**src/hdl/gsoe_pkg.sv**
```systemverilog
// Shared types, constants and helpers for the synthetic oblique/embolden glyph stage.
package gsoe_pkg;

    localparam int MAX_DIM_DEF = 4095;
    localparam int MAX_PX_DEF  = 255;

    localparam int DIM_W   = 12;
    localparam int COL_W   = 13;
    localparam int PIX_W   = 8;
    localparam int PX_W    = 8;
    localparam int SLIDE_W = 10;

    // slant constant 0.21 as 14092861 / 2^26
    localparam int                SLANT_SHIFT = 26;
    localparam int                SLANT_W     = 24;
    localparam logic [SLANT_W-1:0] SLANT_NUM  = 24'd14092861;
    localparam int                PROD_W      = DIM_W + SLANT_W;

    localparam int Q_DEPTH = 4;

    localparam int REG_AW = 5;

    typedef enum logic [2:0] {
        REG_WIDTH    = 3'd0,
        REG_HEIGHT   = 3'd1,
        REG_OBLIQUE  = 3'd2,
        REG_EMBOLDEN = 3'd3,
        REG_PX_SIZE  = 3'd4
    } t_reg_idx;

    // One classified source pixel on its way to the back end
    typedef struct packed {
        logic [PIX_W-1:0]   cov;
        logic [DIM_W-1:0]   row;
        logic [DIM_W-1:0]   col;
        logic               col0;
        logic               row_last;
        logic               glyph_last;
        logic [SLIDE_W-1:0] slide;
        logic [SLIDE_W-1:0] shear;
    } t_item;

    // floor(px / 14) for px <= 255 via reciprocal 293 / 2^12
    function automatic logic [4:0] div14(input logic [PX_W-1:0] px);
        logic [16:0] p;
        p = {9'd0, px} * 17'd293;
        return p[16:12];
    endfunction

endpackage

```
**src/hdl/gsoe_front.sv**
```systemverilog
// Front end: accepts pixels, tracks row/column position, computes slide and shear products.
module gsoe_front
    import gsoe_pkg::*;
(
    input  logic             i_clk,
    input  logic             i_rst_n,
    input  logic             i_push,
    output logic             o_full,
    input  logic [PIX_W-1:0] i_coverage,
    input  logic [DIM_W-1:0] i_width,
    input  logic [DIM_W-1:0] i_height,
    input  logic             i_oblique,
    input  logic             i_q_full,
    output logic             o_item_valid,
    output t_item            o_item
);

    localparam logic [PROD_W:0] HALF = (PROD_W+1)'(1) << (SLANT_SHIFT - 1);
    localparam logic [PROD_W:0] ONES = ((PROD_W+1)'(1) << SLANT_SHIFT) - (PROD_W+1)'(1);

    logic [DIM_W-1:0] r_col, r_row;
    logic [DIM_W-1:0] n_col, n_row;
    logic [DIM_W-1:0] col_now, row_now, d_now;
    logic             stall, take, restart, last_col, last_row;

    // stage 1
    logic             r_v1;
    logic [PIX_W-1:0] r_cov1;
    logic [DIM_W-1:0] r_row1, r_col1, r_d1, r_h1;
    logic             r_col0_1, r_rlast1, r_glast1, r_obl1;

    // stage 2
    logic              r_v2;
    logic [PIX_W-1:0]  r_cov2;
    logic [DIM_W-1:0]  r_row2, r_col2;
    logic              r_col0_2, r_rlast2, r_glast2, r_obl2;
    logic [PROD_W-1:0] r_p_slide, r_p_shear;
    logic [PROD_W:0]   sum_slide, sum_shear;

    assign stall  = r_v2 && i_q_full;
    assign o_full = stall;
    assign take   = i_push && !stall && (i_width != '0) && (i_height != '0);

    // shrunk dimensions restart the glyph at the origin
    assign restart  = (r_col >= i_width) || (r_row >= i_height);
    assign col_now  = restart ? '0 : r_col;
    assign row_now  = restart ? '0 : r_row;
    assign last_col = (col_now == i_width - DIM_W'(1));
    assign last_row = (row_now == i_height - DIM_W'(1));
    assign d_now    = i_height - DIM_W'(1) - row_now;

    always_comb begin
        n_col = col_now + DIM_W'(1);
        n_row = row_now;
        if (last_col) begin
            n_col = '0;
            n_row = last_row ? '0 : row_now + DIM_W'(1);
        end
    end

    always_ff @(posedge i_clk) begin
        if (!i_rst_n) begin
            r_col <= '0;
            r_row <= '0;
            r_v1  <= 1'b0;
            r_v2  <= 1'b0;
        end else begin
            if (take) begin
                r_col <= n_col;
                r_row <= n_row;
            end
            if (!stall) begin
                r_v1 <= take;
                r_v2 <= r_v1;
            end
        end
    end

    always_ff @(posedge i_clk) begin
        if (!stall) begin
            r_cov1    <= i_coverage;
            r_row1    <= row_now;
            r_col1    <= col_now;
            r_d1      <= d_now;
            r_h1      <= i_height;
            r_col0_1  <= (col_now == '0);
            r_rlast1  <= last_col;
            r_glast1  <= last_col && last_row;
            r_obl1    <= i_oblique;
            r_cov2    <= r_cov1;
            r_row2    <= r_row1;
            r_col2    <= r_col1;
            r_col0_2  <= r_col0_1;
            r_rlast2  <= r_rlast1;
            r_glast2  <= r_glast1;
            r_obl2    <= r_obl1;
            r_p_slide <= r_d1 * SLANT_NUM;
            r_p_shear <= r_h1 * SLANT_NUM;
        end
    end

    // slide rounds half up, shear rounds up
    assign sum_slide = {1'b0, r_p_slide} + HALF;
    assign sum_shear = {1'b0, r_p_shear} + ONES;

    assign o_item_valid = r_v2 && !i_q_full;

    always_comb begin
        o_item.cov        = r_cov2;
        o_item.row        = r_row2;
        o_item.col        = r_col2;
        o_item.col0       = r_col0_2;
        o_item.row_last   = r_rlast2;
        o_item.glyph_last = r_glast2;
        o_item.slide      = r_obl2 ? sum_slide[SLANT_SHIFT +: SLIDE_W] : '0;
        o_item.shear      = r_obl2 ? sum_shear[SLANT_SHIFT +: SLIDE_W] : '0;
    end

endmodule

```
**src/hdl/gsoe_queue.sv**
```systemverilog
// Short queue of classified pixels between the front and back ends.
module gsoe_queue
    import gsoe_pkg::*;
(
    input  logic  i_clk,
    input  logic  i_rst_n,
    input  logic  i_wr,
    input  t_item i_item,
    output logic  o_full,
    input  logic  i_rd,
    output t_item o_item,
    output logic  o_empty
);

    localparam int AW = $clog2(Q_DEPTH);
    localparam int CW = $clog2(Q_DEPTH + 1);

    t_item            r_mem [Q_DEPTH];
    logic [AW-1:0]    r_wptr, r_rptr;
    logic [CW-1:0]    r_cnt;
    logic             wr_en, rd_en;

    assign o_full  = (r_cnt == CW'(Q_DEPTH));
    assign o_empty = (r_cnt == '0);
    assign wr_en   = i_wr && !o_full;
    assign rd_en   = i_rd && !o_empty;
    assign o_item  = r_mem[r_rptr];

    always_ff @(posedge i_clk) begin
        if (!i_rst_n) begin
            r_wptr <= '0;
            r_rptr <= '0;
            r_cnt  <= '0;
        end else begin
            if (wr_en) begin
                r_wptr <= (r_wptr == AW'(Q_DEPTH - 1)) ? '0 : r_wptr + AW'(1);
            end
            if (rd_en) begin
                r_rptr <= (r_rptr == AW'(Q_DEPTH - 1)) ? '0 : r_rptr + AW'(1);
            end
            if (wr_en && !rd_en) begin
                r_cnt <= r_cnt + CW'(1);
            end else if (rd_en && !wr_en) begin
                r_cnt <= r_cnt - CW'(1);
            end
        end
    end

    always_ff @(posedge i_clk) begin
        if (wr_en) begin
            r_mem[r_wptr] <= i_item;
        end
    end

endmodule

```
**src/hdl/gsoe_back.sv**
```systemverilog
// Back end: dilation window, slide latch, tail sequencing and the result register.
module gsoe_back
    import gsoe_pkg::*;
#(
    parameter int MAX_PIXEL_SIZE = MAX_PX_DEF
) (
    input  logic             i_clk,
    input  logic             i_rst_n,
    input  t_item            i_item,
    input  logic             i_q_empty,
    output logic             o_q_rd,
    input  logic [DIM_W-1:0] i_width,
    input  logic             i_embolden,
    input  logic [PX_W-1:0]  i_px_size,
    output logic             o_empty,
    input  logic             i_pop,
    output logic [DIM_W-1:0] o_out_row,
    output logic [COL_W-1:0] o_out_column,
    output logic [PIX_W-1:0] o_out_value,
    output logic [COL_W-1:0] o_out_row_width,
    output logic             o_run_last,
    output logic             o_glyph_done
);

    localparam int WIN_DEPTH = MAX_PIXEL_SIZE / 14 + 1;
    localparam int EW        = $clog2(WIN_DEPTH);
    localparam int LEAVES    = 1 << $clog2(WIN_DEPTH);

    logic [PIX_W-1:0]   r_win [WIN_DEPTH];
    logic [SLIDE_W-1:0] r_slide;
    logic               r_act;
    logic [EW-1:0]      r_k;
    logic [DIM_W-1:0]   r_row;
    logic [COL_W-1:0]   r_base, r_bw;
    logic               r_rlast, r_glast;
    logic               r_ov;

    logic [EW-1:0]      q14, ext, nk, lim;
    logic [SLIDE_W-1:0] slide_now;
    logic               out_can, fire, gen_last, take;
    logic [PIX_W-1:0]   tree [1:2*LEAVES-1];

    assign q14 = EW'(div14(i_px_size));
    assign ext = !i_embolden ? '0 : ((q14 == '0) ? EW'(1) : q14);

    assign out_can  = !r_ov || i_pop;
    assign fire     = r_act && out_can;
    assign nk       = r_rlast ? ext : '0;
    assign gen_last = (r_k == nk);
    assign lim      = ext - r_k;
    assign take     = !i_q_empty && (!r_act || (fire && gen_last));
    assign o_q_rd   = take;
    assign o_empty  = !r_ov;

    assign slide_now = i_item.col0 ? i_item.slide : r_slide;

    // running max over the newest lim+1 pixels, as a balanced tree
    always_comb begin
        for (int i = 0; i < LEAVES; i++) begin
            tree[LEAVES + i] = '0;
            if (i < WIN_DEPTH && i <= int'(lim)) begin
                tree[LEAVES + i] = r_win[i];
            end
        end
        for (int j = LEAVES - 1; j >= 1; j--) begin
            tree[j] = (tree[2*j] > tree[2*j+1]) ? tree[2*j] : tree[2*j+1];
        end
    end

    always_ff @(posedge i_clk) begin
        if (!i_rst_n) begin
            r_act <= 1'b0;
            r_k   <= '0;
            r_ov  <= 1'b0;
        end else begin
            if (take) begin
                r_act <= 1'b1;
                r_k   <= '0;
            end else if (fire && gen_last) begin
                r_act <= 1'b0;
            end else if (fire) begin
                r_k <= r_k + EW'(1);
            end
            if (fire) begin
                r_ov <= 1'b1;
            end else if (i_pop) begin
                r_ov <= 1'b0;
            end
        end
    end

    always_ff @(posedge i_clk) begin
        if (take) begin
            // a new row starts from a cleared window
            r_win[0] <= i_item.cov;
            for (int i = 1; i < WIN_DEPTH; i++) begin
                r_win[i] <= i_item.col0 ? '0 : r_win[i-1];
            end
            r_slide <= slide_now;
            r_row   <= i_item.row;
            r_base  <= COL_W'(i_item.col) + COL_W'(slide_now);
            r_bw    <= COL_W'(i_width) + COL_W'(i_item.shear) + COL_W'(ext);
            r_rlast <= i_item.row_last;
            r_glast <= i_item.glyph_last;
        end
        if (fire) begin
            o_out_row       <= r_row;
            o_out_column    <= r_base + COL_W'(r_k);
            o_out_value     <= tree[1];
            o_out_row_width <= r_bw;
            o_run_last      <= gen_last;
            o_glyph_done    <= gen_last && r_glast;
        end
    end

endmodule

```
**src/hdl/glyph_synthetic_oblique_embolden.sv**
```systemverilog
// Top level of the synthetic oblique/embolden glyph stage: registers, front, queue, back.
//
//  channel   handshake               payload
//  -------   ---------------------   ------------------------------------------------
//  input     push / full             i_coverage
//  result    empty / pop             o_out_row, o_out_column, o_out_value,
//                                    o_out_row_width, o_run_last, o_glyph_done
//  config    psel/penable/pwrite     paddr, pwdata, prdata (pready tied high)
//
//  One pixel per cycle while full is low; the last pixel of a row yields 1 + extra results
//  (extra up to MAX_PIXEL_SIZE/14) from the back end's tail sequencer, one result per cycle
//  while pop keeps up. A pixel passes front stages one and two, the queue, the back end's
//  window and the output register. Reset is synchronous; it empties the queue and result
//  register and restarts at row 0. A held result (pop low) stalls the back end; the front
//  keeps accepting until the four-entry queue is full and front stage two holds a pixel.
module glyph_synthetic_oblique_embolden
    import gsoe_pkg::*;
#(
    parameter int MAX_DIM        = MAX_DIM_DEF,
    parameter int MAX_PIXEL_SIZE = MAX_PX_DEF
) (
    input  logic              i_clk,
    input  logic              i_rst_n,
    input  logic              push,
    output logic              full,
    input  logic [PIX_W-1:0]  i_coverage,
    output logic              empty,
    input  logic              pop,
    output logic [DIM_W-1:0]  o_out_row,
    output logic [COL_W-1:0]  o_out_column,
    output logic [PIX_W-1:0]  o_out_value,
    output logic [COL_W-1:0]  o_out_row_width,
    output logic              o_run_last,
    output logic              o_glyph_done,
    input  logic              psel,
    input  logic              penable,
    input  logic              pwrite,
    input  logic [REG_AW-1:0] paddr,
    input  logic [31:0]       pwdata,
    output logic [31:0]       prdata,
    output logic              pready
);

    logic [DIM_W-1:0] r_width, r_height;
    logic             r_oblique, r_embolden;
    logic [PX_W-1:0]  r_px_size;
    logic [DIM_W-1:0] w_sat, h_sat;
    logic [PX_W-1:0]  px_sat;
    logic             cfg_wr;
    logic [2:0]       reg_idx;

    t_item f_item, q_item;
    logic  f_valid, q_full, q_empty, q_rd;

    assign pready  = 1'b1;
    assign cfg_wr  = psel && penable && pwrite;
    assign reg_idx = paddr[4:2];

    always_ff @(posedge i_clk) begin
        if (!i_rst_n) begin
            r_width    <= DIM_W'(1);
            r_height   <= DIM_W'(1);
            r_oblique  <= 1'b0;
            r_embolden <= 1'b0;
            r_px_size  <= PX_W'(16);
        end else if (cfg_wr) begin
            unique case (reg_idx)
                REG_WIDTH:    r_width    <= pwdata[DIM_W-1:0];
                REG_HEIGHT:   r_height   <= pwdata[DIM_W-1:0];
                REG_OBLIQUE:  r_oblique  <= pwdata[0];
                REG_EMBOLDEN: r_embolden <= pwdata[0];
                REG_PX_SIZE:  r_px_size  <= pwdata[PX_W-1:0];
                default: ;
            endcase
        end
    end

    always_comb begin
        unique case (reg_idx)
            REG_WIDTH:    prdata = 32'(r_width);
            REG_HEIGHT:   prdata = 32'(r_height);
            REG_OBLIQUE:  prdata = 32'(r_oblique);
            REG_EMBOLDEN: prdata = 32'(r_embolden);
            REG_PX_SIZE:  prdata = 32'(r_px_size);
            default:      prdata = '0;
        endcase
    end

    assign w_sat  = (r_width > DIM_W'(MAX_DIM)) ? DIM_W'(MAX_DIM) : r_width;
    assign h_sat  = (r_height > DIM_W'(MAX_DIM)) ? DIM_W'(MAX_DIM) : r_height;
    assign px_sat = (r_px_size > PX_W'(MAX_PIXEL_SIZE)) ? PX_W'(MAX_PIXEL_SIZE) : r_px_size;

    gsoe_front u_front (
        .i_clk        (i_clk),
        .i_rst_n      (i_rst_n),
        .i_push       (push),
        .o_full       (full),
        .i_coverage   (i_coverage),
        .i_width      (w_sat),
        .i_height     (h_sat),
        .i_oblique    (r_oblique),
        .i_q_full     (q_full),
        .o_item_valid (f_valid),
        .o_item       (f_item)
    );

    gsoe_queue u_queue (
        .i_clk   (i_clk),
        .i_rst_n (i_rst_n),
        .i_wr    (f_valid),
        .i_item  (f_item),
        .o_full  (q_full),
        .i_rd    (q_rd),
        .o_item  (q_item),
        .o_empty (q_empty)
    );

    gsoe_back #(
        .MAX_PIXEL_SIZE (MAX_PIXEL_SIZE)
    ) u_back (
        .i_clk           (i_clk),
        .i_rst_n         (i_rst_n),
        .i_item          (q_item),
        .i_q_empty       (q_empty),
        .o_q_rd          (q_rd),
        .i_width         (w_sat),
        .i_embolden      (r_embolden),
        .i_px_size       (px_sat),
        .o_empty         (empty),
        .i_pop           (pop),
        .o_out_row       (o_out_row),
        .o_out_column    (o_out_column),
        .o_out_value     (o_out_value),
        .o_out_row_width (o_out_row_width),
        .o_run_last      (o_run_last),
        .o_glyph_done    (o_glyph_done)
    );

    a_done_is_last: assert property (@(posedge i_clk) disable iff (!i_rst_n)
        (!empty && o_glyph_done) |-> o_run_last)
        else $error("glyph_done without run_last");

    // a waiting result stays put until popped
    a_hold: assert property (@(posedge i_clk) disable iff (!i_rst_n)
        (!empty && !pop) |=> (!empty && $stable(o_out_column) && $stable(o_out_value)))
        else $error("waiting result changed");

    // tail results of one transaction come out back to back
    a_tail_cont: assert property (@(posedge i_clk) disable iff (!i_rst_n)
        (!empty && !o_run_last && pop) |=> !empty)
        else $error("gap inside a row tail");

endmodule
```
**config.mk**
```make
export PLATFORM = sky130hd
export DESIGN_NAME = glyph_synthetic_oblique_embolden
export DESIGN_NICKNAME = d
export VERILOG_FILES = /design/src/hdl/gsoe_pkg.sv /design/src/hdl/gsoe_front.sv /design/src/hdl/gsoe_queue.sv /design/src/hdl/gsoe_back.sv /design/src/hdl/glyph_synthetic_oblique_embolden.sv
export SDC_FILE = /design/constraint.sdc
export NUM_CORES = 2
export LEC_CHECK = 0
export BUFFER_PORTS_ARGS = -buffer_cell sky130_fd_sc_hd__buf_2
export CAP_MARGIN = 0
export CORE_MARGIN = 1
export CORE_UTILIZATION = 63
export DETAILED_ROUTE_END_ITERATION = 6
export GPL_TIMING_DRIVEN = 0
export PLACE_DENSITY = 0.81
export SLEW_MARGIN = 20
export SYNTH_ARGS = -nofsm -noshare
export SYNTH_HDL_FRONTEND = slang
export SYNTH_SLANG_ARGS = --single-unit
```
**constraint.sdc**
```tcl
create_clock -name i_clk -period 37.1 [get_ports i_clk]
set_input_delay 1.855 -clock i_clk [delete_from_list [all_inputs] [get_ports i_clk]]
set_output_delay 1.855 -clock i_clk [all_outputs]
set_load 0.05 [all_outputs]
```
==> metrics.md <==
| Metric | Value |
|---|---|
| Outcome | `finished clean` |
| HP Class | `reg2reg` |
| Switching Fraction | `between 40% and 50%` |
| Drt first pass iters | `7` |
| Slew headroom | `between 20% and 30%` |
| Final Hold Viols | `0` |
| Layout cells sized above 1 | `9.54%` |
| Resize count post-CTS | `0` |
| Crit path max fanout | `10` |
| DR vias/cell | `a little under 6` |
| Power per cell area | `between 90 and 100 mW/mm²` |
| Antenna violations before repair | `2` |
| CORE AREA | `0.0691 mm²` |
| Setup Buffers After CTS | `0` |
| Clk pwr share | `15.9%` |
| Crit-path most repeated cell | `ha_1` |
| Initial Util | `~64%` |
| First-pass GRT wire length | `~160 mm` |
| CP peak stage delay | `about 0.76 ns` |
| Seq/Total Area, Yosys | `between 40 and 50%` |
| Input/output buffers | `89` |
| TNS Setup | `0 ns` |
| Most common cell after layout, fill and taps aside | `edfxtp_1` |
| Share of the synthesized area in the top cell type | `41.6%` |
| Nets@finish | `about 4700` |
| Synthesized instance count | `3813` |
| Clk pin slew, worst setup/hold paths | `~0.07 ns` |
| Clk root buf | `clkbuf_16` |
| CTS tree | `built` |
| Peak supply drop | `slightly above 200 µV` |
| Int Pwr | `between 2000 and 3000 µW` |
| Synth area leaders | `edfxtp_1, ha_1, fa_1, inv_1, dfxtp_1` |
| Global route total overflow | `0` |
| Vias | `approximately 30000` |
| Yosys cell types | `approximately 110` |
| Most used DFF post-synth | `edfxtp_1` |
| Asr flop ratio synth | `0%` |
| Filler cells | `between 4000 and 5000` |
| Leak Pwr | `between 0.02 and 0.025 µW` |
| Aggregate routed wire length | `about 100 mm` |
| Unrepaired setup endpoints after global routing | `no` |
| Worst-margin pin slew | `between 1 and 1.5 ns` |
| Peak Freq | `slightly below 60 MHz` |
| CTS H-tree depth | `3` |
| Leading area contributor after synthesis | `edfxtp_1` |
| Routability cong. | `between 0.9 and 1` |
| Worst EP required | `about 38 ns` |
| # Max-Cap Violations | `0` |
| Final worst slack | `20.20 ns` |
| Min Clock Period, post-route | `~17 ns` |
| Post-CTS Hold Fix Bufs | `0` |
| Most frequent cells in the layout | `edfxtp_1, ha_1, inv_1, nand2_1, nor2_1` |
| Detailed placer's ending HPWL | `~75 mm` |
| Core Rows | `96` |
| CP max stage cell | `o21ai_1` |
| Die width | `267 µm` |
| WP data arrival | `17.41 ns` |
| NetSw | `between 1500 and 2000 µW` |
| Clock buffer count from CTS | `73` |
| Combinational fraction of design power | `around 56%` |
| Post-synth EDFFs | `between 600 and 700` |
| Max-slew violations | `0` |
| Netlist Area Pre-Place | `approximately 0.044 mm²` |
| Clock buffer depth | `3` |
| Largest net degree at the start of global routing | `around 100` |
| Top-Level Pins | `around 140` |
| Drt wl/cell | `20.3 µm` |
| Clock sink count | `just under 700` |
| Syn Area/Cell | `about 12 µm²` |
| Die Y | `approximately 270 µm` |
| Critical path class | `reg2reg` |
| Vias in the first global route | `between 20000 and 30000` |
| Antenna viol nets, final | `0` |
| 1st-iter DRT viols | `around 2700` |
| Die footprint | `0.0713 mm²` |
| Worst-Skew Late Latency | `about 0.66 ns` |
| Total global-route track usage | `29.1%` |
| Final Skew | `a little over 0.03 ns` |
| Tcrit/Tclk final | `a little under half` |
| Worst Setup Start Kind | `flip-flop` |
| Area Growth Syn to Fin | `10.0%` |
| Final setup violation count | `0` |
| #FFs+latches synth | `around 690` |
| Setup WS pre-CTS | `approximately 20 ns` |
| Setup crit end kind | `flip-flop` |
| Flop pwr share | `28.0%` |
| Number of remaining DRC errors | `0` |
| Yosys warning count | `0` |
per-stage QoR:
stage | hold WS, ns | total power (µW) | instance area, µm² | instances | utilization [%]
after CTS | 0.397 | 4690 | 48700 | 4997 | 70.5
after floorplan | 0.400 | 3320 | 44300 | 3832 | -
final | 0.394 | 4680 | 48700 | 4998 | 70.5
after detailed placement | 0.405 | 3920 | 46200 | 4862 | 66.9
after global routing | 0.401 | 5030 | 48700 | 4997 | 70.5
after global placement | 0.400 | 3870 | 45900 | 4852 | 66.5
state kept, by name (all words and copies together), names as in the netlist, 13 cells and up, named ones only:
register and cells:
u_queue.r_mem 220, u_front.r_p_shear 36, u_back.r_bw 13, u_back.r_base 13, u_back.o_out_row_width 13, u_back.r_win 152, u_back.o_out_column 13
cell type report:
class / count / area, µm² / area share [%]
antenna: 1 / 2.50 / 0.00514
multi-input combinational: 2540 / 22000 / 45.3
clock buffer: 82 / 1900 / 3.91
inverter: 468 / 1770 / 3.64
clock inverter: 53 / 583 / 1.20
buffer: 135 / 604 / 1.24
tap: 931 / 1160 / 2.39
timing repair buffer: 99 / 674 / 1.39
sequential: 689 / 19900 / 40.9
path summary, 6_finish.rpt:
kind / start / endpoint / slack [ns] / cells after the start
max: r_px_size[5] / u_back.o_out_value[5] / 20.20 / 71
min: u_front.r_rlast1 / u_front.r_rlast2 / 0.39 / 0
max reg2reg: r_px_size[5] / u_back.o_out_value[5] / 20.20 / 71
min reg2reg: u_front.r_rlast1 / u_front.r_rlast2 / 0.39 / 0
cells in the mapped netlist (all sizes together), types with 12 or more instances:
master and instances:
a21oi 163, o21ai 128, o22ai 12, ha 476, or2 15, edfxtp 613
o21bai 16, nor3 58, a211oi 14, nor2b 165, xor2 38, fa 175
o21a 32, a31oi 13, nor4 22, and3 33, nand4 24, a21boi 15
nand2 269, dfxtp 76, xnor2 93, and2 54, mux4 55, clkbuf 99
buf 36, or3 13, mux2 29, a21o 62, o31ai 14, inv 466
nand2b 27, nor2 179, nand3 106, mux2i 87
routing by layer:
| layer | share of wire (%) | up-vias | global-route usage [%] |
|---|---|---|---|
| met5 | 0 | - | 0 |
| met2 | 48 | 1127 | 48.4 |
| met4 | 3.8 | 0 | 11.8 |
| met1 | 42 | 14412 | 38.3 |
| li1 | - | 13871 | - |
| met3 | 6.4 | 255 | 4.18 |
cells by family (layout without fill, tap and decap cells):
group / Yosys count / count (layout) / share of synthesized area (%)
muxes: 171 / 171 / 5.53
and+or+nand+nor: 999 / 999 / 11.4
other: 2 / 22 / 0.0170
buffers and inverters: 603 / 837 / 5.33
adders and majority gates: 652 / 652 / 21.4
AOI/OAI and AO/OA: 564 / 564 / 8.55
xor gates and xnor gates: 133 / 133 / 2.71
DFF: 689 / 689 / 45.1
power groups by stage:
| stage | registers, µW | clock network [µW] | logic [µW] |
|---|---|---|---|
| 6_report | 1310 | 744 | 2620 |
| 5_1_grt | 1330 | 780 | 2920 |
| 3_3_place_gp | 1360 | 0 | 2510 |
| 4_1_cts | 1310 | 753 | 2630 |
| 3_5_place_dp | 1320 | 0 | 2600 |
| 2_1_floorplan | 1370 | 0 | 1950 |
worst max-delay path, delay by kind of cell (launching register included):
kind,cells,cell delay [ns]
AOI/OAI and AO/OA,29,6.09
adders and majority gates,12,3.69
and+or+nand+nor,16,2.40
buffers and inverters,9,2.18
muxes,4,1.72
DFF,1,0.53
xor gates and xnor gates,1,0.14
Power figures use the tool's default switching activity.
